===== config.mk =====
export PLATFORM = sky130hd
export DESIGN_NAME = smur_outreg
export DESIGN_NICKNAME = d
export VERILOG_FILES = /design/src/rtl/smur_pkg.sv /design/src/rtl/smur_outreg.sv
export SDC_FILE = /design/constraint.sdc
export NUM_CORES = 1
export LEC_CHECK = 0
export ABC_AREA = 1
export BUFFER_PORTS_ARGS = -buffer_cell sky130_fd_sc_hd__buf_2
export CAP_MARGIN = 20
export CORE_ASPECT_RATIO = 0.75
export CORE_MARGIN = 2
export CORE_UTILIZATION = 42
export CTS_CLUSTER_SIZE = 28
export DETAILED_ROUTE_END_ITERATION = 16
export PLACE_DENSITY = 0.81
export SYNTH_ARGS = -nofsm -noshare
export SYNTH_HDL_FRONTEND = slang
export SYNTH_SLANG_ARGS = --single-unit
export TNS_END_PERCENT = 100

===== constraint.sdc =====
create_clock -name clk -period 8.6 [get_ports clk]
set_input_delay 2.58 -clock clk [delete_from_list [all_inputs] [get_ports clk]]
set_output_delay 2.58 -clock clk [all_outputs]
set_load 0.05 [all_outputs]

===== src/rtl/smur_pkg.sv =====
// shared types, widths and codes for the split matrix update receiver
// no dependencies

package smur_pkg;

  localparam int ROWS_DEF = 4;
  localparam int COLS_DEF = 6;

  localparam int CMD_W   = 2;
  localparam int DEV_W   = 2;
  localparam int SEQ_W   = 16;
  localparam int TIME_W  = 32;
  localparam int KEYS_W  = 24;
  localparam int KIND_W  = 2;
  localparam int ROW_W   = 2;
  localparam int COL_W   = 4;
  localparam int TMO_W   = 16;
  localparam int STALE_W = 15;
  localparam int APB_AW  = 3;
  localparam int APB_DW  = 32;

  localparam logic [CMD_W-1:0] CMD_UPDATE    = 2'd0;
  localparam logic [CMD_W-1:0] CMD_HEARTBEAT = 2'd1;
  localparam logic [CMD_W-1:0] CMD_TICK      = 2'd2;

  localparam logic [KIND_W-1:0] KIND_KEY   = 2'd0;
  localparam logic [KIND_W-1:0] KIND_FLUSH = 2'd1;
  localparam logic [KIND_W-1:0] KIND_ACK   = 2'd2;

  localparam logic [DEV_W-1:0] DEV_LEFT  = 2'd0;
  localparam logic [DEV_W-1:0] DEV_RIGHT = 2'd1;

  localparam logic REG_TIMEOUT = 1'b0;
  localparam logic REG_STALE   = 1'b1;

  localparam logic [TMO_W-1:0]   TIMEOUT_RST = 16'd2000;
  localparam logic [STALE_W-1:0] STALE_RST   = 15'd100;

  typedef struct packed {
    logic [TMO_W-1:0]   timeout_ms;
    logic [STALE_W-1:0] stale_window;
  } cfg_t;

  typedef struct packed {
    logic [CMD_W-1:0]  command;
    logic [DEV_W-1:0]  device;
    logic [SEQ_W-1:0]  sequence_req;
    logic              checksum_ok;
    logic [TIME_W-1:0] now_ms;
    logic [KEYS_W-1:0] key_rows;
    logic [KEYS_W-1:0] change_masks;
  } pkt_item_t;

  typedef struct packed {
    logic [KIND_W-1:0] kind;
    logic [DEV_W-1:0]  out_device;
    logic [ROW_W-1:0]  key_row;
    logic [COL_W-1:0]  key_column;
    logic              pressed;
    logic [SEQ_W-1:0]  ack_sequence;
    logic              left_link;
    logic              right_link;
    logic              last;
  } res_item_t;

endpackage


===== src/rtl/smur_outreg.sv =====
// result output register between the sequencer and the result channel
// depends on smur_pkg

module smur_outreg import smur_pkg::*; (
  input  logic      clk,
  input  logic      rst,
  input  logic      em_valid,
  output logic      em_ready,
  input  res_item_t em_item,
  output logic      res_valid,
  input  logic      res_ready,
  output res_item_t res_item
);

  logic      valid;
  res_item_t item;

  assign em_ready  = !valid || res_ready;
  assign res_valid = valid;
  assign res_item  = item;

  always_ff @(posedge clk) begin
    if (rst) begin
      valid <= 1'b0;
    end else if (em_ready) begin
      valid <= em_valid;
    end
  end

  always_ff @(posedge clk) begin
    if (em_ready && em_valid) begin
      item <= em_item;
    end
  end

endmodule


-- Word level (Yosys, flattened, before mapping)
Cells that the tools add are included.
- reductions and logical operators: 3
- operators with widths (operator ; count):
    1-bit logical AND ; 1
    1-bit logical NOT ; 1
    1-bit logical OR ; 1
- bits of input ports: 34
- flip-flop bits (word level): 31

-- Longest topological paths before layout
- word-level depth: 3
- gate-level depth with buffers: 3
- depth with buffers taken out: 3

-- Least setup slack after synthesis
Ideal clock, no wire load.
- kind: input to output
- from: input res_ready
- to: output em_ready
- arrival: 2.816 ns
- stages: 2
- buffers on the path: 0
- setup slack: 3.204 ns
- data required time: 6.020 ns
- path through: inv_2 > nand2_2
- cells in the longest elaborated chain, start to end: 1
- RTL lines (item ; line ; RTL):
    start, declared ; smur_outreg.sv:11 ; input logic res_ready,
    1-bit logical OR ; smur_outreg.sv:18 ; assign em_ready = !valid || res_ready;
    end, declared ; smur_outreg.sv:8 ; output logic em_ready,
Every way passes these cells.

-- Final worst setup path
Ends and elaborated chain as after synthesis.

==> run summary <==
The die boundary height came out at 45.2 µm. The transition time at the pin with the least slew margin is between 0.5 and 0.6 ns. The synthesized netlist net count is 70. The post-detailed-route count of antenna-violating nets is 0. The initial standard-cell utilization of the core came out at 0.459. The post-route fraction of the period consumed by the critical path is 0.652. The first-pass GRT wire length came out at 2.69 mm. The count of boundary I/O pins came out at 66. The number of cells produced by synthesis is 36.

The headroom to the max-slew limit is 0.662. Of the total power, registers draw 0.578. The standard cell core area came out at 2070 µm². The worst-skew pair later-pin latency is about 0.32 ns. The detailed router's first-iteration violation count is 11. The number of hold violations in the final report is 0. The final weighted congestion of routability-driven global placement is 0.639. Dividing the detail-routed via count by the number of cells gives 4.57. The distinct cell type count of the synthesized netlist came out at 7. In this run the static leakage power is 0.602 nW. Counting the buffers created by CTS gives 5. The run finished, with violations left. The required time of the worst setup path came out at 6.02 ns. The post-CTS resize count came out at 0. The clock period could shrink to about 5.6 ns. The power density over the cells came out at between 200 and 250 nW/µm².

The adder-cell share of the synthesized area is 0. The initial antenna violation count is 0. The overall power of the completed layout came out at 0.308 mW. The switching power of the nets is 0.0888 mW.

Setup repair after global routing left no endpoint under its margin. The critical path arrival is around 3.0 ns. After synthesis, the largest family of logic cells by area is compound AO/OA/AOI/OAI gates. The pin count of the biggest net entering global routing came out at 22. The first-pass iteration count of the detailed router is 10. The buffer count from post-CTS setup fixing came out at 0.

The clock sink count is 31. The critical path class is in -> out. The biggest fanout along the worst timing path is 2. The die extent in x is 58.9 µm.

The peak supply drop came out at 0.134 mV. The area of the die came out at 2660 µm². The worst setup skew after layout is 0.0118 ns. The total number of vias came out at 612. Of the total power, the share spent switching nets is 0.289. The average cell area after synthesis came out at 26.3 µm².

The root buffer cell chosen for the clock tree is clkbuf_4. After synthesis, the share of cell area in mux cells is 0. Summed over all layers, the routed wires come to 1.85 mm. The number of pins exceeding their max-slew limit in the final report is 0. The H-tree depth is 2. The number of antenna diodes in the final layout is 0. The sum of overflow across all layers after global routing came out at 0. Counting along the longest clock path gives a buffer depth of 2. The worst setup path is launched from a primary input. Of the cells placed in the final design, the portion with a size suffix greater than 1 is 0.700.

Of the total synthesized cell area, the portion taken by XOR and XNOR cells is 0. The min-delay analysis places its worst path in the category reg -> reg. Of the total power, the clock network draws 0.255. The area growth from synthesis to final layout is 44.3%. The sequential element share of the synthesized area came out at 0.971. The simple-gate share of the synthesized area came out at 0.00660. The checks that failed: DRC. The number of flip-flops and latches in the synthesized netlist came out at 31. In the global route stage, overall resource usage came out at 0.155. The clock-pin transition on the worst setup and hold timing paths came out at 0.10 ns. Across the run, the number of max-cap violations was 0. The post-synthesis instance area is 948 µm².

The CTS tree is yes. The number of warnings printed during yosys synthesis is 0. The combinational share of power is 0.167. The number of buffers inserted by port buffering came out at 65. In the final timing run, aggregate negative setup slack is 0 ns. The highest clock rate is 178 MHz. The via count of the first global-routing pass came out at 600. The number of setup violations in the final report came out at 0. After detailed routing, the number of remaining DRC violations is 3. The cts-stage hold buffer count is 0. The post-synthesis compound-gate area fraction is 0.0145. The layout has 154 filler cells. After detailed routing, the average wire length per cell comes to 13.8 µm. The number of placement rows came out at 14. The internal power of the cells totals ~0.22 mW. STA classifies the critical path endpoint as an output port. The final net count came out at 143.
layer usage:
metal / track usage / wire length [µm] / up-vias
met5: 0 / 0 / -
met1: 0.150 / 577 / 276
met2: 0.244 / 952 / 47
met4: 0.109 / 37 / 0
li1: - / - / 285
met3: 0.0974 / 282 / 4
final timing paths:
path                            endpoint                   start  slack, ns  cells after the start
hold reg to reg   res_valid$_SDFFE_PP0P_  res_valid$_SDFFE_PP0P_       0.54                      2
setup reg to reg  res_item[20]$_DFFE_PP_  res_valid$_SDFFE_PP0P_       7.09                      2
hold / removal    res_valid$_SDFFE_PP0P_  res_valid$_SDFFE_PP0P_       0.54                      2
setup / recovery                em_ready               res_ready       2.99                      4
Yosys cell counts:
cell       n  share of area
edfxtp_1  30           0.95
a21oi_1    1         0.0053
a21oi_2    1         0.0092
dfxtp_1    1          0.021
inv_1      1         0.0040
inv_2      1         0.0040
nand2_2    1         0.0066
sequential cells by signal (all words and copies together), names as in the netlist:
name	count
res_item	30
res_valid	1
final cells by class:
cell class | instances | area [µm²] | share of cell area
Inverter | 2 | 7.51 | 0.00548
Sequential cell | 31 | 921 | 0.673
Tap cell | 24 | 30.0 | 0.0219
Clock buffer | 6 | 41.3 | 0.0302
Timing Repair Buffer | 66 | 333 | 0.243
Multi-Input combinational cell | 3 | 23.8 | 0.0174
Clock inverter | 2 | 12.5 | 0.00914
cell families after synthesis:
kind of cell | after synthesis
and+or+nand+nor | 1
buffers and inverters | 2
AOI/OAI and AO/OA | 2
DFF | 31
per-stage QoR:
stage	util	hold slack (ns)	instances	worst slack, ns	instance area [µm²]
CTS	0.662	0.531	134	2.99	1370
floorplan	-	0.921	36	3.20	948
global placement	0.636	0.482	126	3.01	1320
finish	0.662	0.537	134	2.99	1370
global route	0.662	0.564	134	2.97	1370
detailed placement	0.636	0.505	126	2.99	1320
critical path: stages:
cell and delay, ns:
buf_2 0.09, inv_2 0.04, nand2_2 0.06, buf_2 0.26
placed cells by master, fill, tap and decap left out, drive strengths merged:
cell / count
edfxtp: 30
buf: 66
nand2: 1
clkinv: 1
a21oi: 2
clkbuf: 6
clkinvlp: 1
dfxtp: 1
inv: 2
power by group through the flow:
stage	Sequential, mW	Clock [mW]	Combinational (mW)
3_5_place_dp	0.182	0	0.0517
3_3_place_gp	0.181	0	0.0507
5_1_grt	0.179	0.0886	0.0536
6_report	0.178	0.0785	0.0513
4_1_cts	0.178	0.0814	0.0517
2_1_floorplan	0.212	0	0.00419
No activity file was read; power rests on OpenSTA's default activity.
