## config.mk

```make
export PLATFORM = sky130hd
export DESIGN_NAME = smur_core
export DESIGN_NICKNAME = d
export VERILOG_FILES = /design/src/rtl/smur_pkg.sv /design/src/rtl/smur_core.sv
export SDC_FILE = /design/constraint.sdc
export NUM_CORES = 1
export LEC_CHECK = 0
export ABC_AREA = 1
export BUFFER_PORTS_ARGS = -buffer_cell sky130_fd_sc_hd__buf_2
export CAP_MARGIN = 40
export CORE_MARGIN = 3
export CORE_UTILIZATION = 40
export CTS_BUF_LIST = sky130_fd_sc_hd__clkbuf_8
export DETAILED_ROUTE_END_ITERATION = 10
export HOLD_SLACK_MARGIN = 0.08
export PLACE_DENSITY = 0.68
export SLEW_MARGIN = 20
export SYNTH_ARGS = -nofsm -noshare
export SYNTH_HDL_FRONTEND = slang
export SYNTH_SLANG_ARGS = --single-unit
```

## constraint.sdc

```tcl
create_clock -name clk -period 7.6 [get_ports clk]
set_input_delay 0 -clock clk [delete_from_list [all_inputs] [get_ports clk]]
set_output_delay 0 -clock clk [all_outputs]
set_load 0.02 [all_outputs]
```

## src/rtl/smur_pkg.sv

```systemverilog
// shared types, widths and codes for the split matrix update receiver
// no dependencies

package smur_pkg;

  localparam int ROWS_DEF = 4;
  localparam int COLS_DEF = 6;

  localparam int CMD_W   = 2;
  localparam int DEV_W   = 2;
  localparam int SEQ_W   = 16;
  localparam int TIME_W  = 32;
  localparam int KEYS_W  = 24;
  localparam int KIND_W  = 2;
  localparam int ROW_W   = 2;
  localparam int COL_W   = 4;
  localparam int TMO_W   = 16;
  localparam int STALE_W = 15;
  localparam int APB_AW  = 3;
  localparam int APB_DW  = 32;

  localparam logic [CMD_W-1:0] CMD_UPDATE    = 2'd0;
  localparam logic [CMD_W-1:0] CMD_HEARTBEAT = 2'd1;
  localparam logic [CMD_W-1:0] CMD_TICK      = 2'd2;

  localparam logic [KIND_W-1:0] KIND_KEY   = 2'd0;
  localparam logic [KIND_W-1:0] KIND_FLUSH = 2'd1;
  localparam logic [KIND_W-1:0] KIND_ACK   = 2'd2;

  localparam logic [DEV_W-1:0] DEV_LEFT  = 2'd0;
  localparam logic [DEV_W-1:0] DEV_RIGHT = 2'd1;

  localparam logic REG_TIMEOUT = 1'b0;
  localparam logic REG_STALE   = 1'b1;

  localparam logic [TMO_W-1:0]   TIMEOUT_RST = 16'd2000;
  localparam logic [STALE_W-1:0] STALE_RST   = 15'd100;

  typedef struct packed {
    logic [TMO_W-1:0]   timeout_ms;
    logic [STALE_W-1:0] stale_window;
  } cfg_t;

  typedef struct packed {
    logic [CMD_W-1:0]  command;
    logic [DEV_W-1:0]  device;
    logic [SEQ_W-1:0]  sequence_req;
    logic              checksum_ok;
    logic [TIME_W-1:0] now_ms;
    logic [KEYS_W-1:0] key_rows;
    logic [KEYS_W-1:0] change_masks;
  } pkt_item_t;

  typedef struct packed {
    logic [KIND_W-1:0] kind;
    logic [DEV_W-1:0]  out_device;
    logic [ROW_W-1:0]  key_row;
    logic [COL_W-1:0]  key_column;
    logic              pressed;
    logic [SEQ_W-1:0]  ack_sequence;
    logic              left_link;
    logic              right_link;
    logic              last;
  } res_item_t;

endpackage

```

## src/rtl/smur_core.sv

```systemverilog
// sequencer: sequence check, timeout check and row/column key scan
// holds key matrix and per-half link state; depends on smur_pkg

module smur_core import smur_pkg::*; #(
  parameter int ROWS = ROWS_DEF,
  parameter int COLS = COLS_DEF
) (
  input  logic      clk,
  input  logic      rst,
  input  cfg_t      cfg,
  input  logic      pkt_valid,
  output logic      pkt_ready,
  input  pkt_item_t pkt_item,
  output logic      em_valid,
  input  logic      em_ready,
  output res_item_t em_item
);

  localparam int RW = (ROWS > 1) ? $clog2(ROWS) : 1;
  localparam int CW = (COLS > 1) ? $clog2(COLS) : 1;

  localparam logic [2:0] S_IDLE     = 3'd0;
  localparam logic [2:0] S_DISPATCH = 3'd1;
  localparam logic [2:0] S_SEQ      = 3'd2;
  localparam logic [2:0] S_TCHECK   = 3'd3;
  localparam logic [2:0] S_ROW      = 3'd4;
  localparam logic [2:0] S_COL      = 3'd5;
  localparam logic [2:0] S_FLUSH    = 3'd6;
  localparam logic [2:0] S_ACK      = 3'd7;

  logic [2:0]        state;
  pkt_item_t         pkt;
  logic [KEYS_W-1:0] rows_sh;
  logic [KEYS_W-1:0] masks_sh;
  logic              tick;
  logic              h;
  logic [RW-1:0]     r;
  logic [CW-1:0]     c;
  logic [COLS-1:0]   sel;
  logic [COLS-1:0]   newr;
  logic              any;
  logic              flush_dev;

  logic [COLS-1:0]   matrix [2][ROWS];
  logic [SEQ_W-1:0]  acc_seq [2];
  logic [TIME_W-1:0] seen [2];
  logic [1:0]        conn;

  // shared arithmetic
  logic [SEQ_W-1:0]  seq_delta;
  logic signed [SEQ_W:0] sd;
  logic signed [SEQ_W:0] neg_win;
  logic              is_new;
  logic [TIME_W-1:0] elapsed;
  logic              timed_out;

  logic [COLS-1:0]   old_row;
  logic [COLS-1:0]   new_row;
  logic [COLS-1:0]   chg;
  logic              hit;
  logic              row_end;
  logic              scan_end;
  logic              offset;
  logic [COL_W-1:0]  col_off;

  assign seq_delta = pkt.sequence_req - acc_seq[h];
  assign sd        = signed'({seq_delta[SEQ_W-1], seq_delta});
  assign neg_win   = -signed'({2'b00, cfg.stale_window});
  assign is_new    = (sd > 0) || (sd < neg_win);
  assign elapsed   = pkt.now_ms - seen[h];
  assign timed_out = conn[h] && (elapsed > {{(TIME_W-TMO_W){1'b0}}, cfg.timeout_ms});

  always_comb begin
    old_row = matrix[h][r];
    new_row = rows_sh[COLS-1:0];
    chg     = masks_sh[COLS-1:0];
    if (chg == '0) begin
      chg = old_row ^ new_row;
    end
  end

  assign hit      = sel[c];
  assign row_end  = (c == CW'(COLS - 1));
  assign scan_end = (r == RW'(ROWS - 1));
  assign offset   = tick ? h : (pkt.device == DEV_RIGHT);
  assign col_off  = offset ? COL_W'(COLS) : '0;

  assign pkt_ready = (state == S_IDLE);

  always_comb begin
    em_valid = 1'b0;
    em_item  = '0;
    em_item.left_link  = conn[0];
    em_item.right_link = conn[1];
    case (state)
      S_COL: begin
        em_valid           = hit;
        em_item.kind       = KIND_KEY;
        em_item.out_device = tick ? {1'b0, h} : pkt.device;
        em_item.key_row    = ROW_W'(r);
        em_item.key_column = COL_W'(c) + col_off;
        em_item.pressed    = newr[c];
      end
      S_FLUSH: begin
        em_valid           = 1'b1;
        em_item.kind       = KIND_FLUSH;
        em_item.out_device = tick ? {1'b0, flush_dev} : pkt.device;
        em_item.last       = tick;
      end
      S_ACK: begin
        em_valid             = 1'b1;
        em_item.kind         = KIND_ACK;
        em_item.out_device   = pkt.device;
        em_item.ack_sequence = pkt.sequence_req;
        em_item.last         = 1'b1;
      end
      default: ;
    endcase
  end

  always_ff @(posedge clk) begin
    if (rst) begin
      state <= S_IDLE;
      conn  <= '0;
      for (int i = 0; i < 2; i++) begin
        acc_seq[i] <= '0;
        seen[i]    <= '0;
        for (int j = 0; j < ROWS; j++) begin
          matrix[i][j] <= '0;
        end
      end
    end else begin
      case (state)
        S_IDLE: begin
          if (pkt_valid) begin
            pkt   <= pkt_item;
            state <= S_DISPATCH;
          end
        end
        S_DISPATCH: begin
          rows_sh  <= pkt.key_rows;
          masks_sh <= pkt.change_masks;
          any      <= 1'b0;
          r        <= '0;
          state    <= S_IDLE;
          if (pkt.command == CMD_TICK) begin
            tick  <= 1'b1;
            h     <= 1'b0;
            state <= S_TCHECK;
          end else if (pkt.command == CMD_HEARTBEAT) begin
            if (pkt.checksum_ok && pkt.device[1] == 1'b0) begin
              seen[pkt.device[0]] <= pkt.now_ms;
              conn[pkt.device[0]] <= 1'b1;
            end
          end else if (pkt.command == CMD_UPDATE && pkt.checksum_ok) begin
            tick  <= 1'b0;
            h     <= (pkt.device != DEV_LEFT);
            state <= S_SEQ;
          end
        end
        S_SEQ: begin
          state <= is_new ? S_ROW : S_ACK;
        end
        S_TCHECK: begin
          r <= '0;
          if (timed_out) begin
            conn[h]   <= 1'b0;
            any       <= 1'b1;
            flush_dev <= h;
            state     <= S_ROW;
          end else if (h == 1'b0) begin
            h <= 1'b1;
          end else begin
            state <= any ? S_FLUSH : S_IDLE;
          end
        end
        S_ROW: begin
          c <= '0;
          if (tick) begin
            sel  <= old_row;
            newr <= '0;
          end else begin
            sel  <= chg & (old_row ^ new_row);
            newr <= new_row;
          end
          state <= S_COL;
        end
        S_COL: begin
          if (!hit || em_ready) begin
            if (row_end) begin
              matrix[h][r] <= newr;
              rows_sh      <= rows_sh >> COLS;
              masks_sh     <= masks_sh >> COLS;
              if (scan_end) begin
                if (tick) begin
                  if (h == 1'b0) begin
                    h     <= 1'b1;
                    state <= S_TCHECK;
                  end else begin
                    state <= S_FLUSH;
                  end
                end else begin
                  seen[h]    <= pkt.now_ms;
                  conn[h]    <= 1'b1;
                  acc_seq[h] <= pkt.sequence_req;
                  state      <= S_FLUSH;
                end
              end else begin
                r     <= r + 1'b1;
                state <= S_ROW;
              end
            end else begin
              c <= c + 1'b1;
            end
          end
        end
        S_FLUSH: begin
          if (em_ready) begin
            state <= tick ? S_IDLE : S_ACK;
          end
        end
        S_ACK: begin
          if (em_ready) begin
            state <= S_IDLE;
          end
        end
        default: state <= S_IDLE;
      endcase
    end
  end

endmodule

```

; Word-level counts from Yosys, hierarchy flattened
; Memory sizes are Yosys's and may differ from the RTL's. A register that Yosys moved wholly into a read port is not among the register bits.
; Cells that the tools add are included.
[word_totals]
ram_bits = 144
mem_count = 3
output_inout_bits = 32
inputBits = 136
regBits = 175
[memory_table]
columns = memory, depth, word_bits, rd, rd_ports_with_merged_regs, wr, line_no
row1 = seen, 2, 32, 1, 1, 2, smur_core.sv:46  ; logic [TIME_W-1:0] seen [2];
row2 = matrix, 2, 24, 1, 1, 2, smur_core.sv:44  ; logic [COLS-1:0] matrix [2][ROWS];
row3 = acc_seq, 2, 16, 1, 1, 2, smur_core.sv:45  ; logic [SEQ_W-1:0] acc_seq [2];
[classes]
eq_ne = 31
muxes = 113
bitwise_logic = 9
addsub = 6
n_lt_le_gt_ge = 10
n_reduce_logical = 36
[ops]
columns = cell, n
row1 = $mux 24, 7
row2 = $pmux 24 s2, 2
row3 = $mux 32, 2
row4 = $reduce_or 32->1, 2
row5 = $mux 1, 47
row6 = $mux 3, 15
row7 = $mux 2, 17
row8 = $gt 32x16->1, 1
row9 = $mux 16, 2
row10 = $ne 2x2->1 const B, 16
row11 = $sub 32x32->32, 1
row12 = $mux 6, 5
row13 = $pmux 3 s8, 1
row14 = $reduce_or 24->1, 1
row15 = $reduce_and 9->1, 2
row16 = $lt 16x17->1, 1
row17 = $neg 15->17, 1
row18 = $gt 16x1->1 const B, 1
row19 = $reduce_or 16->1, 1
row20 = $sub 16x16->16, 1
row21 = $eq 3x3->1 const B, 5
row22 = $bmux 6 s2, 1
row23 = $demux 6 s2, 1
row24 = $pmux 4 s3, 1
row25 = other kinds (42), 71

; Logic depth before layout (Yosys ltp)
[logic_depth]
ltp_word = 11
depth_mapped = 32

; Worst setup path before layout
; No wires, ideal clock.
[synth_timing]
path_type = flip-flop to flip-flop
startpoint = register state[1]
endpoint = register pkt[0] in the netlist's numbering, enable pin
slack_ps = 2114
t_arrival_ps = 4924
path_stages_with_launch = 5
setup_time_ps = 562
n_path_buf = 1
period_less_slack_ps = 5486
path_cell_list = dfxtp_1 > buf_2 > nor2_1 > nand2_1 > nor2_1
[synth_between]
elab_chain_len = 2
[synth_lines]
columns = item, line_no
row1 = "start, declared", smur_core.sv:31  ; logic [2:0] state;
row2 = "start signal, assigned", smur_core.sv:162  ; state <= is_new ? S_ROW : S_ACK;
row3 = "start signal, assigned", smur_core.sv:174  ; state <= any ? S_FLUSH : S_IDLE;
row4 = "start signal, assigned", smur_core.sv:219  ; state <= tick ? S_IDLE : S_ACK;
row5 = $logic_not 3->1, smur_core.sv:133  ; case (state)
row6 = $reduce_and 3->1 (no source line), -
row7 = "end signal, assigned", smur_core.sv:136  ; pkt <= pkt_item;
row8 = "end, declared", smur_core.sv:32  ; pkt_item_t pkt;
; No other way between the ends.
; A chain may end at the register's enable or synchronous reset.

==> run_results.csv <==
group,metric,value,unit
logic_synthesis,synth-compound-area-share,0.0521,
final_layout,area_delta_synth_final,26.7,%
sta,worst_pin_slew,0.818,ns
setup_path,cp_slowest_cell,"dlygate4sd3_1",
logic_synthesis,synth_top_area_cell,"edfxtp_1",
floorplanning,coreArea,43400,um2
drt,via_per_inst,4.83,
clocking,clock_tree.root_cell,"clkbuf_8",
power,p_leak,10.4,nW
worst_hold_path,hp-class,"in2reg",
setup_path,worst_path_most_repeated_cell,"nand2_1",
sta,finClkSkew,0.0645,ns
power,p_total,4.83,mW
setup_path,start_kind,"register",
global_routing,overflow,0,
final_layout,n_fill_cell,4009,
logic_synthesis,yosys.area_share.simple,0.223,
global_routing,grt_usage,0.201,
sta,hold_viol,0,
setup_path,crit_arrival,5.59,ns
setup_path,critPathTopFamily,"simple AND/OR/NAND/NOR gates",
logic_synthesis,yosys_warnings,0,
logic_synthesis,ys_async_sr_fraction,0,
clocking,clk_path_buf_depth,3,
power,powerDensity,216,nW/um2
drt,firstDrtPassIters,5,
floorplanning,start_util,0.407,
setup_path,cp_max_fo,39,
drt,drc,0,
logic_synthesis,ys_ff_latch,320,
logic_synthesis,synth_ff_type,"edfxtp_1",
logic_synthesis,post-synth-top-count-cell,"nand2_1",
sta,max_freq,200,MHz
setup_path,critical_path_class,"reg2reg",
floorplanning,die_y,216,um
logic_synthesis,synthAdderAreaFrac,0.0658,
run,cap_violations,0,
sta,rsz0062_at_grt,"false",
placement,dp_hpwl,32800,um
sta,setup_violations,0,
floorplanning,std_cell_rows,76,
logic_synthesis,synth_top_cell_area_share,0.534,
setup_path,crit_buf_inv,5,
power,ir_drop,179,uV
logic_synthesis,synthTopCellsByCount,"517 x nand2_1, 314 x edfxtp_1, 292 x nor2_1, 291 x inv_1, 88 x ha_1",
clocking,htree_num_levels,2,
drt,drt_iter0_drc,942,
setup_path,critical_path_required,8.20,ns
floorplanning,fp.dieW,216,um
final_layout,multiInputGateArea,6770,um2
clocking,clock-sinks,320,
placement,globalplace.congestion,0.938,
sta,fin_crit,4.99,ns
final_layout,drive_gt1_frac,0.131,
drt,wl_per_cell,15.8,um
sta,relSlewSlack,0.454,
global_routing,antenna_found_initial,3,
sta,drv_slew,0,
floorplanning,io_pins,168,
logic_synthesis,yosysSeqAreaShare,0.541,
global_routing,grt_pass1_wl,75400,um
status,status,"finished clean",
drt,routed_wl,47300,um
clocking,cts_buffers,56,
logic_synthesis,synth_top_family_by_area,"simple AND/OR/NAND/NOR gates",
logic_synthesis,avgSynthCellArea,9.06,um2
clocking,cts.clk_slew.worst_paths,0.06,ns
logic_synthesis,synth_xor_area_frac,0.0179,
drt,vias,14400,
logic_synthesis,yosys-top-cells-area,"edfxtp_1 53%, nand2_1 11%, ha_1 6.2%",
clocking,clk_latency,0.68,ns
logic_synthesis,syn_area,17700,um2
logic_synthesis,syn_nets,2176,
setup_path,slowest_delay,0.55,ns
global_routing,grt_pass1_vias,14400,
clocking,post_cts_resized,0,
logic_synthesis,synth_edf_count,314,
logic_synthesis,synth.area.mux_share,0.0238,
logic_synthesis,ys_types,49,
logic_synthesis,synth_cells,1949,
clocking,cts_tree,"built",
sta,finalCritPeriodShare,0.657,
setup_path,endpoint_kind,"register",
final_layout,final_nets,2577,
final_layout,ff_latch_area,9550,um2
placement,port_buffers,167,
drt,ant_nets,0,
global_routing,grt_start_max_net_pins,55,
sta,fin_setup_tns,0,ns
floorplanning,fp.dieArea,46700,um2
-- path summary, 6_finish.rpt --
check        slack, ns                     end  cells past startpoint               from
max reg2reg       2.61   state[2]$_SDFFE_PP0P_                     27           register
min               0.11       pkt[94]$_DFFE_PP_                      2       pkt_item[94]
min reg2reg       0.50  masks_sh[11]$_DFFE_PP_                      2  pkt[11]$_DFFE_PP_
max               2.61   state[2]$_SDFFE_PP0P_                     27           register
-- power breakdown --
group	internal, mW	switching [mW]
Sequential	2.05	0.0454
Clock	0.857	0.758
Combinational	0.426	0.687
-- registers in the layout, indices dropped and copies added, names as in the netlist, 2 cells and up, named ones only --
register / count
r: 2
state: 3
acc_seq: 32
rows_sh: 24
c: 3
newr: 6
seen: 64
pkt: 101
sel: 6
masks_sh: 24
matrix: 48
conn: 2
-- stage by stage --
step	util	hold slack (ns)	cells	area (um2)	setup WS, ns
floorplan	-	0.0989	1949	17700	2.11
global placement	0.440	0.177	2668	19100	3.16
detailed placement	0.442	0.178	2671	19100	3.09
CTS	0.515	0.0832	2980	22300	2.57
global route	0.516	0.0999	2985	22400	2.19
finish	0.516	0.114	2985	22400	2.61
-- layout make-up --
| cell class | instances | area share |
|---|---|---|
| tap | 585 | 0.0327 |
| inverter | 301 | 0.0505 |
| sequential | 320 | 0.427 |
| multi-input combinational | 1287 | 0.303 |
| clock buffer | 58 | 0.0357 |
| clock inverter | 47 | 0.0151 |
| timing repair buffer | 384 | 0.136 |
| antenna | 3 | 0.000336 |
-- cells by family (layout without fill, tap and decap cells) --
family                   Yosys count  count (layout)
multiplexers                      42              42
other                              0               3
flip-flops                       320             320
AND/OR/NAND/NOR                  961             961
XOR/XNOR                          36              36
AO/OA/AOI/OAI                    157             157
adder cells (fa/ha/maj)           91              91
buffers and inverters            342             790
-- per-layer routing --
| metal | vias up | part of all wire | track usage |
|---|---|---|---|
| li1 | 7152 | - | - |
| met1 | 6730 | 0.44 | 0.262 |
| met2 | 454 | 0.48 | 0.343 |
| met3 | 84 | 0.064 | 0.0373 |
| met4 | 0 | 0.025 | 0.0604 |
| met5 | - | 0 | 0 |
-- worst register-to-register path, cell delays in order (launching register included) --
cell and delay, ns:
dfxtp_4 0.34, buf_4 0.26, buf_16 0.27, o21ai_0 0.35, inv_1 0.10, fa_1 0.44
inv_1 0.13, nand3_1 0.09, nand3_1 0.23, nand2_1 0.08, nand2_1 0.19, xor2_1 0.11
ha_1 0.29, nand4_1 0.10, nor3_1 0.23, nand3_1 0.13, nand2_1 0.11, nand3_1 0.09
nor2_1 0.10, nand3_1 0.08, nor2_1 0.09, nand2_1 0.11, nand2_2 0.12, nand2_1 0.06
nand2_1 0.11, nand2_1 0.06, a21oi_1 0.14, dlygate4sd3_1 0.55
-- cell usage in the layout, fill, tap and decap left out, types with 3 or more instances in the layout --
cell type / n
a211oi_1: 6
a21boi_0: 6
a21o_1: 3
a21oi_1: 62
and2_1: 7
buf_2: 167
buf_4: 9
bufinv_16: 4
clkbuf_8: 58
clkinv_1: 12
clkinv_2: 5
dfxtp_1: 5
diode_2: 3
dlygate4sd3_1: 204
edfxtp_1: 314
fa_1: 3
ha_1: 88
inv_1: 314
inv_2: 9
mux2i_1: 42
nand2_1: 517
nand2_2: 6
nand3_1: 51
nand3b_1: 9
nand4_1: 12
nor2_1: 291
nor2_2: 31
nor2_4: 4
nor3_1: 24
o211ai_1: 4
o21ai_0: 45
o21bai_1: 4
o22ai_1: 14
xnor2_1: 7
xor2_1: 29
-- repair_timing --
| action | in CTS | in global routing |
|---|---|---|
| hold buffers | 204 | 0 |
| setup buffers | 0 | 0 |
| endpoints found under the hold margin | 137 | 0 |
No activity file was read; power rests on OpenSTA's default activity.
