<file path="config.mk">
export PLATFORM = sky130hd
export DESIGN_NAME = smur_cfg
export DESIGN_NICKNAME = d
export VERILOG_FILES = /design/src/rtl/smur_pkg.sv /design/src/rtl/smur_cfg.sv
export SDC_FILE = /design/constraint.sdc
export NUM_CORES = 1
export LEC_CHECK = 0
export BUFFER_PORTS_ARGS = -buffer_cell sky130_fd_sc_hd__buf_2
export CORE_MARGIN = 5
export CORE_UTILIZATION = 35
export CTS_BUF_LIST = sky130_fd_sc_hd__clkbuf_8 sky130_fd_sc_hd__clkbuf_16
export DETAILED_ROUTE_END_ITERATION = 10
export PLACE_DENSITY = 0.68
export SKIP_LAST_GASP = 1
export SYNTH_ARGS = -nofsm -noshare
export SYNTH_HDL_FRONTEND = slang
export SYNTH_SLANG_ARGS = --single-unit
</file>
<file path="constraint.sdc">
create_clock -name clk -period 1.3 [get_ports clk]
set_clock_uncertainty 0.1 [all_clocks]
set_input_delay 0.26 -clock clk [delete_from_list [all_inputs] [get_ports clk]]
set_output_delay 0.26 -clock clk [all_outputs]
set_load 0.01 [all_outputs]
</file>
<file path="src/rtl/smur_pkg.sv">
// shared types, widths and codes for the split matrix update receiver
// no dependencies

package smur_pkg;

  localparam int ROWS_DEF = 4;
  localparam int COLS_DEF = 6;

  localparam int CMD_W   = 2;
  localparam int DEV_W   = 2;
  localparam int SEQ_W   = 16;
  localparam int TIME_W  = 32;
  localparam int KEYS_W  = 24;
  localparam int KIND_W  = 2;
  localparam int ROW_W   = 2;
  localparam int COL_W   = 4;
  localparam int TMO_W   = 16;
  localparam int STALE_W = 15;
  localparam int APB_AW  = 3;
  localparam int APB_DW  = 32;

  localparam logic [CMD_W-1:0] CMD_UPDATE    = 2'd0;
  localparam logic [CMD_W-1:0] CMD_HEARTBEAT = 2'd1;
  localparam logic [CMD_W-1:0] CMD_TICK      = 2'd2;

  localparam logic [KIND_W-1:0] KIND_KEY   = 2'd0;
  localparam logic [KIND_W-1:0] KIND_FLUSH = 2'd1;
  localparam logic [KIND_W-1:0] KIND_ACK   = 2'd2;

  localparam logic [DEV_W-1:0] DEV_LEFT  = 2'd0;
  localparam logic [DEV_W-1:0] DEV_RIGHT = 2'd1;

  localparam logic REG_TIMEOUT = 1'b0;
  localparam logic REG_STALE   = 1'b1;

  localparam logic [TMO_W-1:0]   TIMEOUT_RST = 16'd2000;
  localparam logic [STALE_W-1:0] STALE_RST   = 15'd100;

  typedef struct packed {
    logic [TMO_W-1:0]   timeout_ms;
    logic [STALE_W-1:0] stale_window;
  } cfg_t;

  typedef struct packed {
    logic [CMD_W-1:0]  command;
    logic [DEV_W-1:0]  device;
    logic [SEQ_W-1:0]  sequence_req;
    logic              checksum_ok;
    logic [TIME_W-1:0] now_ms;
    logic [KEYS_W-1:0] key_rows;
    logic [KEYS_W-1:0] change_masks;
  } pkt_item_t;

  typedef struct packed {
    logic [KIND_W-1:0] kind;
    logic [DEV_W-1:0]  out_device;
    logic [ROW_W-1:0]  key_row;
    logic [COL_W-1:0]  key_column;
    logic              pressed;
    logic [SEQ_W-1:0]  ack_sequence;
    logic              left_link;
    logic              right_link;
    logic              last;
  } res_item_t;

endpackage

</file>
<file path="src/rtl/smur_cfg.sv">
// apb-style register file: timeout and stale window
// depends on smur_pkg

module smur_cfg import smur_pkg::*; (
  input  logic              clk,
  input  logic              rst,
  input  logic              psel,
  input  logic              penable,
  input  logic              pwrite,
  input  logic [APB_AW-1:0] paddr,
  input  logic [APB_DW-1:0] pwdata,
  output logic [APB_DW-1:0] prdata,
  output logic              pready,
  output cfg_t              cfg
);

  cfg_t cfg_reg;
  logic wr;

  assign pready = 1'b1;
  assign wr     = psel && penable && pwrite && pready;
  assign cfg    = cfg_reg;

  always_ff @(posedge clk) begin
    if (rst) begin
      cfg_reg.timeout_ms   <= TIMEOUT_RST;
      cfg_reg.stale_window <= STALE_RST;
    end else if (wr) begin
      case (paddr[2])
        REG_TIMEOUT: cfg_reg.timeout_ms   <= pwdata[TMO_W-1:0];
        REG_STALE:   cfg_reg.stale_window <= pwdata[STALE_W-1:0];
        default:     ;
      endcase
    end
  end

  always_comb begin
    case (paddr[2])
      REG_TIMEOUT: prdata = {{(APB_DW-TMO_W){1'b0}}, cfg_reg.timeout_ms};
      REG_STALE:   prdata = {{(APB_DW-STALE_W){1'b0}}, cfg_reg.stale_window};
      default:     prdata = '0;
    endcase
  end

endmodule

</file>
# Word level (Yosys, flattened, before mapping)
# Index checks and enable logic that the tools add are counted.
dict set report totals {
  regBits 31
  out_inout_bits 64
  input_bits 40
  wordCells 8
}
dict set report op_classes {
  n_bitwise 1
  reduce_logical 4
  muxes 1
}
# op n
set ops {}
lappend ops {{$pmux 32 s2} 1}
lappend ops {{$reduce_and 2->1} 2}
lappend ops {{$logic_and 1x1->1} 2}
lappend ops {{$not 1->1} 1}

# Depth between registers and ports, before layout
# Gate-level depths: netlist of the first run.
dict set report logic_depth {
  ltp_word 3
  mapped_depth 4
  ltp_nobuf 2
}

# Least setup slack after synthesis of the first run
# No wires, ideal clock.
dict set report synth_path {
  kind {input to output}
  startpoint {input paddr[2]}
  endpoint {output prdata[10]}
  path_buffers 2
  path_slack_ps 9
  required_ps 940
  arrival_time_ps 931
  stages 3
  path_cell_list {buf_4 buf_4 mux2_2}
}
dict set report synth_between {
  elab_chain_cells 2
}
# element line_no
set synth_rtl {}
lappend synth_rtl {{from (decl)} smur_cfg.sv:10} ;# input logic [APB_AW-1:0] paddr,
lappend synth_rtl {{$not 1->1} -}
lappend synth_rtl {{$pmux 32 s2 (*)} smur_cfg.sv:38} ;# case (paddr[2])
lappend synth_rtl {{to (decl)} smur_cfg.sv:12} ;# output logic [APB_DW-1:0] prdata,
# Mark *: on every way between the ends. The rest lies on a longest branch, timed or not. The select of a mux whose other input is x is not followed.

# Worst setup path after layout of the first run
dict set report layout_path {
  startpoint {register cfg_reg (netlist bit cfg[29])}
  endpoint {output prdata[14]}
}
dict set report layout_between {
  elab_chain_cells 1
}
# element line_no
set layout_rtl {}
lappend layout_rtl {{from (decl)} smur_cfg.sv:17} ;# cfg_t cfg_reg;
lappend layout_rtl {{$pmux 32 s2} smur_cfg.sv:38}
# No other way between the ends. The select of a mux whose other input is x is not followed.

==> run summary, run 1 <==
result of the run - finished with violations
violated checks - setup timing
count of mapped cells out of synthesis - 166
Hold Path Class - primary input to register
power density normalized to cell area - 880.2 nW/um^2
fraction of final layout cells sized beyond drive strength 1 - 57.98%
ANT nets after route - 0
global-route congestion overflow total - 0
Max Clk Rate - 734.0 MHz
overall power consumption - 2166 uW
Max-cap violations - 0
Data required, critical path - 0.94 ns
relative area change from synthesis to final layout - 48.45%
leading cell types by count after synthesis - 37 x nand2b_1, 31 x dfxtp_1, 31 x mux2i_1
standard cell core area - 4661 sq um
fill count - 439
number of inserted diodes - 0
routability-driven placement congestion ratio - 0.6444
cell accounting for the most synthesized area - dfxtp_1
number of vias after detailed routing - 1,374
Critical Path Max Stage Delay - 0.33 ns
Worst Tran Pin Value - 0.7000 ns
number of antenna violations at the first check in global routing - 0
startpoint class of the critical path - register
total number of placement rows - 25
part of the Yosys area used for sequential elements - 37.43%
cell leakage power - 0.001192 uW
Critical Path Fanout Max - 2
area share of the leading cell type in the synthesized netlist - 37.43%
worst-case headroom to the max-slew limit - 53.34%
Post-DP HPWL - 2.575 mm
insertion delay of the later-clocked pin in the worst-skew pair - 0.27 ns
number of hold violations in the final report - 0
Async S/R FF share, synth - 0%
NumNets Final - 296
Initial Util - 35.57%
Worst EP arrival - 1.00 ns
number of placed I/O pins - 104
Final Critical Period - 1.362 ns
class of the most critical setup path - register to primary output
overall global routing resource usage - 13.50%
top_reg_cell synth - dfxtp_1
share of total power consumed by net switching - 24.09%
Tcrit/Tclk final - 104.8%
largest net degree at the start of global routing - 55
flip-flop count of the largest register after layout - 31
final-layout setup total negative slack - -0.6478 ns
part of the power in combinational logic - 16.7%
total wire length - 4.159 mm
Die Y-Extent - 78.83 microns
setup repair after global routing missed its margin - yes
internal power component - 1644 uW
Peak supply drop - 0.0005818 V
buffer cell driving the clock tree root - clkbuf_8
count of cell types in the netlist - 16
number of buffers added on ports - 68
final number of setup-violating endpoints - 15
power share of the clock group - 37.7%
total number of clock tree sinks - 31
residual DRC count - 0
NetSw - 521.9 uW
Worst Slack Setup Final - -0.06238 ns
Clock Tree Buf Depth - 2
synthesized area divided by synthesized cell count - 9.987 sq um
number of levels the H-tree was split into - 2
tightest hold margin - 0.1398 ns
clock-pin slew on the worst setup and hold paths - 0.06 ns
ranking of synthesized cells by area - dfxtp_1 37%, mux2i_1 19%, nand2b_1 14%
#FFs+latches synth - 31
die outline area - 6213 sq um
total clock buffers created by CTS - 5
first-pass GRT wire length - 6.548 mm
yosys synthesis warning count - 0
standard cell with the maximum stage delay on the critical path - dfxtp_2
worst-path cell chain - mux2_4 -> buf_6
final non-filler cell area - 2461 sq um
dominant cell by count in the synthesized netlist - nand2b_1
synthesized cell area - 1658 sq um
register share of total power - 45.6%
CTS tree - done
Max Transition Viols Final - 0
DR iter-0 viols - 26
Die X-Extent - 78.83 microns
via density per instance - 4.418
Placement Cell Area - 1981 sq um
Post-synth EDFFs - 0
detailed-route wire length per cell - 13.37 microns
endpoint type of the worst setup path - primary output
number of global-route vias before repair - 1,365
first-pass iteration count of the detailed router - 4
-- logic make-up after synthesis --
family,Yosys count,share of synthesized area (%)
simple gates,59,20.60
mux,46,28.91
other cells,2,0.4530
buf+inv,28,12.60
flops,31,37.43
-- power by group through the flow --
| stage | Clock (uW) | Combinational [uW] | Sequential, uW |
|---|---|---|---|
| 6_report | 817 | 362 | 987 |
| 5_1_grt | 893 | 392 | 989 |
| 4_1_cts | 848 | 352 | 986 |
| 3_5_place_dp | 0 | 279 | 1010 |
| 3_3_place_gp | 0 | 275 | 1010 |
| 2_1_floorplan | 0 | 206 | 1020 |
-- layer usage --
metal	up-vias	routed length, microns	global-route usage [%]	part of all wire (%)
li1	690	-	-	-
met4	0	30	3.608	0.72
met5	-	0	0	0
met2	48	2058	23.17	49
met3	4	268	4.422	6.4
met1	632	1801	16.19	43
-- final timing paths --
check / startpoint / slack (ns) / end / cells past startpoint
setup / recovery: cfg[29] / -0.06 / prdata[14] / 2
hold / removal: pwdata[15] / 0.14 / cfg[30] / 3
setup reg to reg: cfg[6] / 0.45 / cfg[6] / 3
hold reg to reg: cfg[8] / 0.37 / cfg[8] / 2
-- placed cells by master, fill, tap and decap left out, drive strengths merged --
cell,instances
buf,96
nand2b,37
mux2i,31
dfxtp,31
nor2,17
conb,17
mux2,15
clkbuf,7
nor2b,1
and4b,1
and4,1
nand4,1
nand4b,1
inv,1
-- metrics by stage --
step	std cells	util (%)	setup slack [ns]
after floorplan	181	-	0.009077
after global placement	279	42.50	-0.07911
after detailed placement	279	42.50	-0.08767
after CTS	308	51.92	-0.06304
after global routing	311	52.81	-0.09935
final	311	52.81	-0.06238
-- repair_timing --
| action | in CTS | in global routing |
|---|---|---|
| cloned | 1 | 0 |
| endpoints found under the setup margin | 15 | 16 |
| setup buffers | 20 | 3 |
| resized for setup | 53 | 6 |
| pin swaps | 0 | 0 |
| hold buffers | 0 | 0 |
-- critical path: cells and delay by family, from the launching register on --
kind	cells	cell delay, ns
DFF	1	0.33
buffers and inverters	1	0.13
muxes	1	0.28
-- final cells by class --
type / count / area [sq um] / share of cell area (%)
clock buffers: 7 / 96.34 / 3.915
clock inverters: 1 / 3.754 / 0.1525
multi-input cells: 122 / 924.6 / 37.57
flip-flops and latches: 31 / 656.9 / 26.69
well taps: 54 / 67.56 / 2.745
repair buffers: 96 / 711.9 / 28.93
Power figures use the tool's default switching activity.
==> run 2, diff against run 1 <==
--- a/config.mk
+++ b/config.mk
@@ -11,7 +11,6 @@
 export CTS_BUF_LIST = sky130_fd_sc_hd__clkbuf_8 sky130_fd_sc_hd__clkbuf_16
 export DETAILED_ROUTE_END_ITERATION = 10
 export PLACE_DENSITY = 0.68
-export SKIP_LAST_GASP = 1
 export SYNTH_ARGS = -nofsm -noshare
 export SYNTH_HDL_FRONTEND = slang
 export SYNTH_SLANG_ARGS = --single-unit
==> run 2 against run 1 <==
The flow still finishes with violations (setup timing). Non-clock buffer count decreased by 1. Hold slack about the same. Die area unchanged. Largest power group unchanged.
==> run summary, run 2 (same netlist as run 1, synthesis figures left out) <==
worst-case headroom to the max-slew limit - 53.27%
number of inserted diodes - 0
setup repair after global routing missed its margin - yes
most common cell after layout, fill and taps aside - buf_2
number of levels the H-tree was split into - 2
Initial Util - 35.57%
Clock Tree Buf Depth - 2
standard cell core area - 4661 sq um
number of hold violations in the final report - 0
NumNets Final - 295
buffer cell driving the clock tree root - clkbuf_8
total placed cells including tap cells - 279
fill count - 434
Die Y-Extent - 78.83 microns
ANT nets after route - 0
total number of clock tree sinks - 31
delay-heaviest family, CP - flip-flops
Post-DP HPWL - 2.575 mm
Worst EP arrival - 1.00 ns
number of buffers added on ports - 68
total number of placement rows - 25
first-pass iteration count of the detailed router - 4
Worst Slack Setup Final - -0.06270 ns
Placement Cell Area - 1981 sq um
top library cells by usage in the layout, fill and taps aside - 52 x buf_2, 37 x nand2b_1, 31 x mux2i_1
Max-cap violations - 0
power density normalized to cell area - 880.6 nW/um^2
final-layout setup total negative slack - -0.6600 ns
post-layout utilization of the core - 52.75%
number of global-route vias before repair - 1,380
post-route insts no fill - 310
Max Clk Rate - 733.8 MHz
overall global routing resource usage - 13.52%
Critical Path Fanout Max - 2
residual DRC count - 0
Tcrit/Tclk final - 104.8%
fraction of final layout cells sized beyond drive strength 1 - 58.20%
cell leakage power - 0.001192 uW
number of antenna violations at the first check in global routing - 0
relative area change from synthesis to final layout - 48.30%
Worst Tran Pin Value - 0.7009 ns
final number of setup-violating endpoints - 15
detailed-route wire length per cell - 13.37 microns
Hold Path Class - primary input to register
DR iter-0 viols - 34
flip-flop count of the largest register after layout - 31
Data required, critical path - 0.94 ns
violated checks - setup timing
standard cell with the maximum stage delay on the critical path - dfxtp_2
CTS tree - done
Max Transition Viols Final - 0
Critical Path Max Stage Delay - 0.33 ns
result of the run - finished with violations
Die X-Extent - 78.83 microns
pre-CTS worst setup slack - -0.08767 ns
largest net degree at the start of global routing - 55
total clock buffers created by CTS - 5
final non-filler cell area - 2459 sq um
clock-pin slew on the worst setup and hold paths - 0.06 ns
endpoint type of the worst setup path - primary output
buffers plus inverters on the worst setup path - 1
number of placed I/O pins - 104
number of vias after detailed routing - 1,369
Post-CTS Hold Fix Bufs - 0
Peak supply drop - 0.0005808 V
total wire length - 4.144 mm
die outline area - 6213 sq um
insertion delay of the later-clocked pin in the worst-skew pair - 0.27 ns
via density per instance - 4.416
class of the most critical setup path - register to primary output
worst-path cell chain - mux2_4 -> buf_6
startpoint class of the critical path - register
first-pass GRT wire length - 6.575 mm
routability-driven placement congestion ratio - 0.6444
global-route congestion overflow total - 0
Final Critical Period - 1.363 ns
run 2: where the power goes:
| part | switching, uW | leakage [uW] | total [uW] | internal (uW) |
|---|---|---|---|---|
| clock | 341 | 0.0000557 | 816 | 475 |
| sequential | 12.7 | 0.000257 | 987 | 975 |
| combinational | 166 | 0.000879 | 362 | 195 |
run 2: tightest hold or removal path: cells and delay by family:
kind | cells | cell delay (ns)
buf+inv | 1 | 0.09
mux | 1 | 0.06
simple gates | 1 | 0.06
run 2: timing repair:
| item | CTS | global route |
|---|---|---|
| gates cloned | 1 | 0 |
| endpoints found under the setup margin | 15 | 16 |
| gates resized for setup | 55 | 6 |
| setup buffers | 20 | 2 |
| hold endpoints to repair | 0 | 0 |
| pin swaps | 0 | 0 |
run 2: final timing paths:
path / startpoint / endpoint / slack, ns / depth (start not counted)
setup / recovery: cfg[29] / prdata[14] / -0.06 / 2
hold / removal: pwdata[15] / cfg[30] / 0.14 / 3
setup reg to reg: cfg[6] / cfg[6] / 0.45 / 3
hold reg to reg: cfg[8] / cfg[8] / 0.37 / 2
run 2: metal layers:
| layer | up-vias | global-route usage, % | routed length, microns |
|---|---|---|---|
| li1 | 687 | - | - |
| met1 | 630 | 16.26 | 1809 |
| met2 | 48 | 23.17 | 2048 |
| met3 | 4 | 4.422 | 255 |
| met4 | 0 | 3.608 | 30 |
| met5 | - | 0 | 0 |
run 2: stage by stage:
step	hold WS, ns	power (uW)
2_1_floorplan	0.3153	1221
3_3_place_gp	0.3704	1282
3_5_place_dp	0.3742	1286
4_1_cts	0.1321	2192
5_1_grt	0.1280	2275
6_report	0.1398	2165
run 2: layout make-up:
| type | instances | area [sq um] | share of cell area, % |
|---|---|---|---|
| Timing Repair Buffer | 95 | 704.4 | 28.65 |
| Tap cell | 54 | 67.56 | 2.748 |
| Multi-Input combinational cell | 122 | 928.4 | 37.76 |
| Clock buffer | 7 | 96.34 | 3.919 |
| Sequential cell | 31 | 658.1 | 26.77 |
| Clock inverter | 1 | 3.754 | 0.1527 |
==> run 3, diff against run 2 <==
--- a/config.mk
+++ b/config.mk
@@ -10,6 +10,7 @@
 export CORE_UTILIZATION = 35
 export CTS_BUF_LIST = sky130_fd_sc_hd__clkbuf_8 sky130_fd_sc_hd__clkbuf_16
 export DETAILED_ROUTE_END_ITERATION = 10
+export HOLD_SLACK_MARGIN = 0.15
 export PLACE_DENSITY = 0.68
 export SYNTH_ARGS = -nofsm -noshare
 export SYNTH_HDL_FRONTEND = slang
==> run 3 against run 2 <==
Power up 0.54%. Combinational power up 5%. Highest routed layer unchanged. Sequential cell count unchanged. The flow still finishes with violations (setup timing). Critical path depth unchanged. Fmax about the same.
==> run summary, run 3 (same netlist as run 1, synthesis figures left out) <==
residual DRC count - 0
Post-DP HPWL - 2.575 mm
Worst EP arrival - 1.00 ns
DR iter-0 viols - 34
Max-cap violations - 0
Max Transition Viols Final - 0
power density normalized to cell area - 858.7 nW/um^2
area of the multi-input gates - 924.6 sq um
number of antenna violations at the first check in global routing - 0
global-route congestion overflow total - 0
overall power consumption - 2177 uW
total number of placement rows - 25
met3 wirelength from detailed routing - 271 microns
buffer cell driving the clock tree root - clkbuf_8
total clock buffers created by CTS - 5
Critical Path Max Stage Delay - 0.33 ns
die outline area - 6213 sq um
tightest hold margin - 0.1582 ns
total number of clock tree sinks - 31
internal power component - 1659 uW
cell leakage power - 0.001221 uW
Critical path origin - cfg[29]
via density per instance - 4.403
area taken by flip-flops and latches - 658.1 sq um
share of total power consumed by net switching - 23.77%
overall global routing resource usage - 13.96%
Reg-to-Reg Start - cfg[6]
fraction of final layout cells sized beyond drive strength 1 - 56.44%
most common cell after layout, fill and taps aside - buf_2
Die X-Extent - 78.83 microns
number of global-route vias before repair - 1,402
fill count - 428
number of placed I/O pins - 104
relative area change from synthesis to final layout - 52.91%
Post-Route M1 WL - 1.804 mm
Clock Tree Buf Depth - 2
routability-driven placement congestion ratio - 0.6444
NetSw - 517.4 uW
violated checks - setup timing
Final Critical Period - 1.364 ns
final number of setup-violating endpoints - 15
hold path startpoint - pwdata[10]
flip-flop count of the largest register after layout - 31
number of buffers added on ports - 68
Peak supply drop - 0.0005932 V
worst-case headroom to the max-slew limit - 53.10%
power share of the clock group - 37.2%
endpoint type of the worst setup path - primary output
routed length on met2 - 2.117 mm
part of the power in combinational logic - 17.4%
clock-pin slew on the worst setup and hold paths - 0.06 ns
setup slack of the most critical reg-to-reg path - 0.46 ns
Max Clk Rate - 733.2 MHz
NumNets Final - 303
top library cells by usage in the layout, fill and taps aside - 52 x buf_2, 37 x nand2b_1, 31 x mux2i_1
standard cell core area - 4661 sq um
standard cell with the maximum stage delay on the critical path - dfxtp_2
CTS tree - done
first-pass iteration count of the detailed router - 4
insertion delay of the later-clocked pin in the worst-skew pair - 0.27 ns
Worst Slack Setup Final - -0.06380 ns
Hold Path Class - primary input to register
Worst Tran Pin Value - 0.7035 ns
total wire length - 4.240 mm
number of vias after detailed routing - 1,400
register share of total power - 45.4%
Tcrit/Tclk final - 104.9%
Die Y-Extent - 78.83 microns
largest net degree at the start of global routing - 55
result of the run - finished with violations
Initial Util - 35.57%
startpoint class of the critical path - register
endpoint of the worst-slack reg-to-reg timing path - cfg[6]
worst-path cell chain - mux2_4 -> buf_6
number of cells on the worst reg-to-reg path - 3
setup repair after global routing missed its margin - yes
Critical Path Fanout Max - 2
number of inserted diodes - 0
detailed-route wire length per cell - 13.33 microns
class of the most critical setup path - register to primary output
Data required, critical path - 0.94 ns
top routing layer in use - met4
number of hold violations in the final report - 0
number of levels the H-tree was split into - 2
end point of the critical path - prdata[14]
first-pass GRT wire length - 6.768 mm
ANT nets after route - 0
run 3: cell types whose count changed in the layout (fill, tap and decap cells not counted):
cell,change
dlygate4sd3_1,+8
mux2_2,+1
mux2_4,-1
run 3: worst min path at each step:
stage | end | slack, ns | cells after the start
global placement | cfg[12] | 0.37 | 2
floorplan | cfg[10] | 0.32 | 2
global route | cfg[10] | 0.16 | 3
finish | cfg[10] | 0.16 | 3
detailed placement | cfg[12] | 0.37 | 2
CTS | cfg[10] | 0.15 | 3
run 3: routing by layer:
layer,up-vias,track usage [%]
met3,6,4.649
met5,-,0
li1,701,-
met1,643,16.29
met2,50,24.53
met4,0,3.608
run 3: per-stage QoR:
stage / cell area (sq um) / cells / utilization (%) / TNS (ns) / worst slack [ns]
3_5_place_dp: 1981 / 279 / 42.50 / -2.504 / -0.08767
6_report: 2535 / 318 / 54.39 / -0.6510 / -0.06380
5_1_grt: 2535 / 318 / 54.39 / -1.223 / -0.09923
2_1_floorplan: 1714 / 181 / - / 0 / 0.009077
3_3_place_gp: 1981 / 279 / 42.50 / -2.027 / -0.07911
4_1_cts: 2510 / 316 / 53.85 / -0.8021 / -0.06304
run 3: area by class of cell:
cell class	instances	area share (%)
multi-input combinational	122	36.48
timing repair buffer	103	30.95
clock buffer	7	3.801
clock inverter	1	0.1481
tap	54	2.665
sequential	31	25.96
run 3: timing repair:
action	4_1_cts	5_1_grt
gates resized for setup	55	5
hold endpoints to repair	10	0
hold buffers	8	0
setup endpoints to repair	15	16
gates cloned	1	0
setup buffers	20	2
run 3: worst max-delay path: cells and delay by family (launching register included):
kind / cells / cell delay [ns]
multiplexers: 1 / 0.28
flip-flops: 1 / 0.33
buffers and inverters: 1 / 0.13
run 3: power groups by stage:
stage / clock network, uW / registers [uW] / logic, uW
finish: 809 / 987 / 380
global route: 891 / 990 / 412
CTS: 848 / 986 / 375
detailed placement: 0 / 1010 / 279
global placement: 0 / 1010 / 275
floorplan: 0 / 1020 / 206
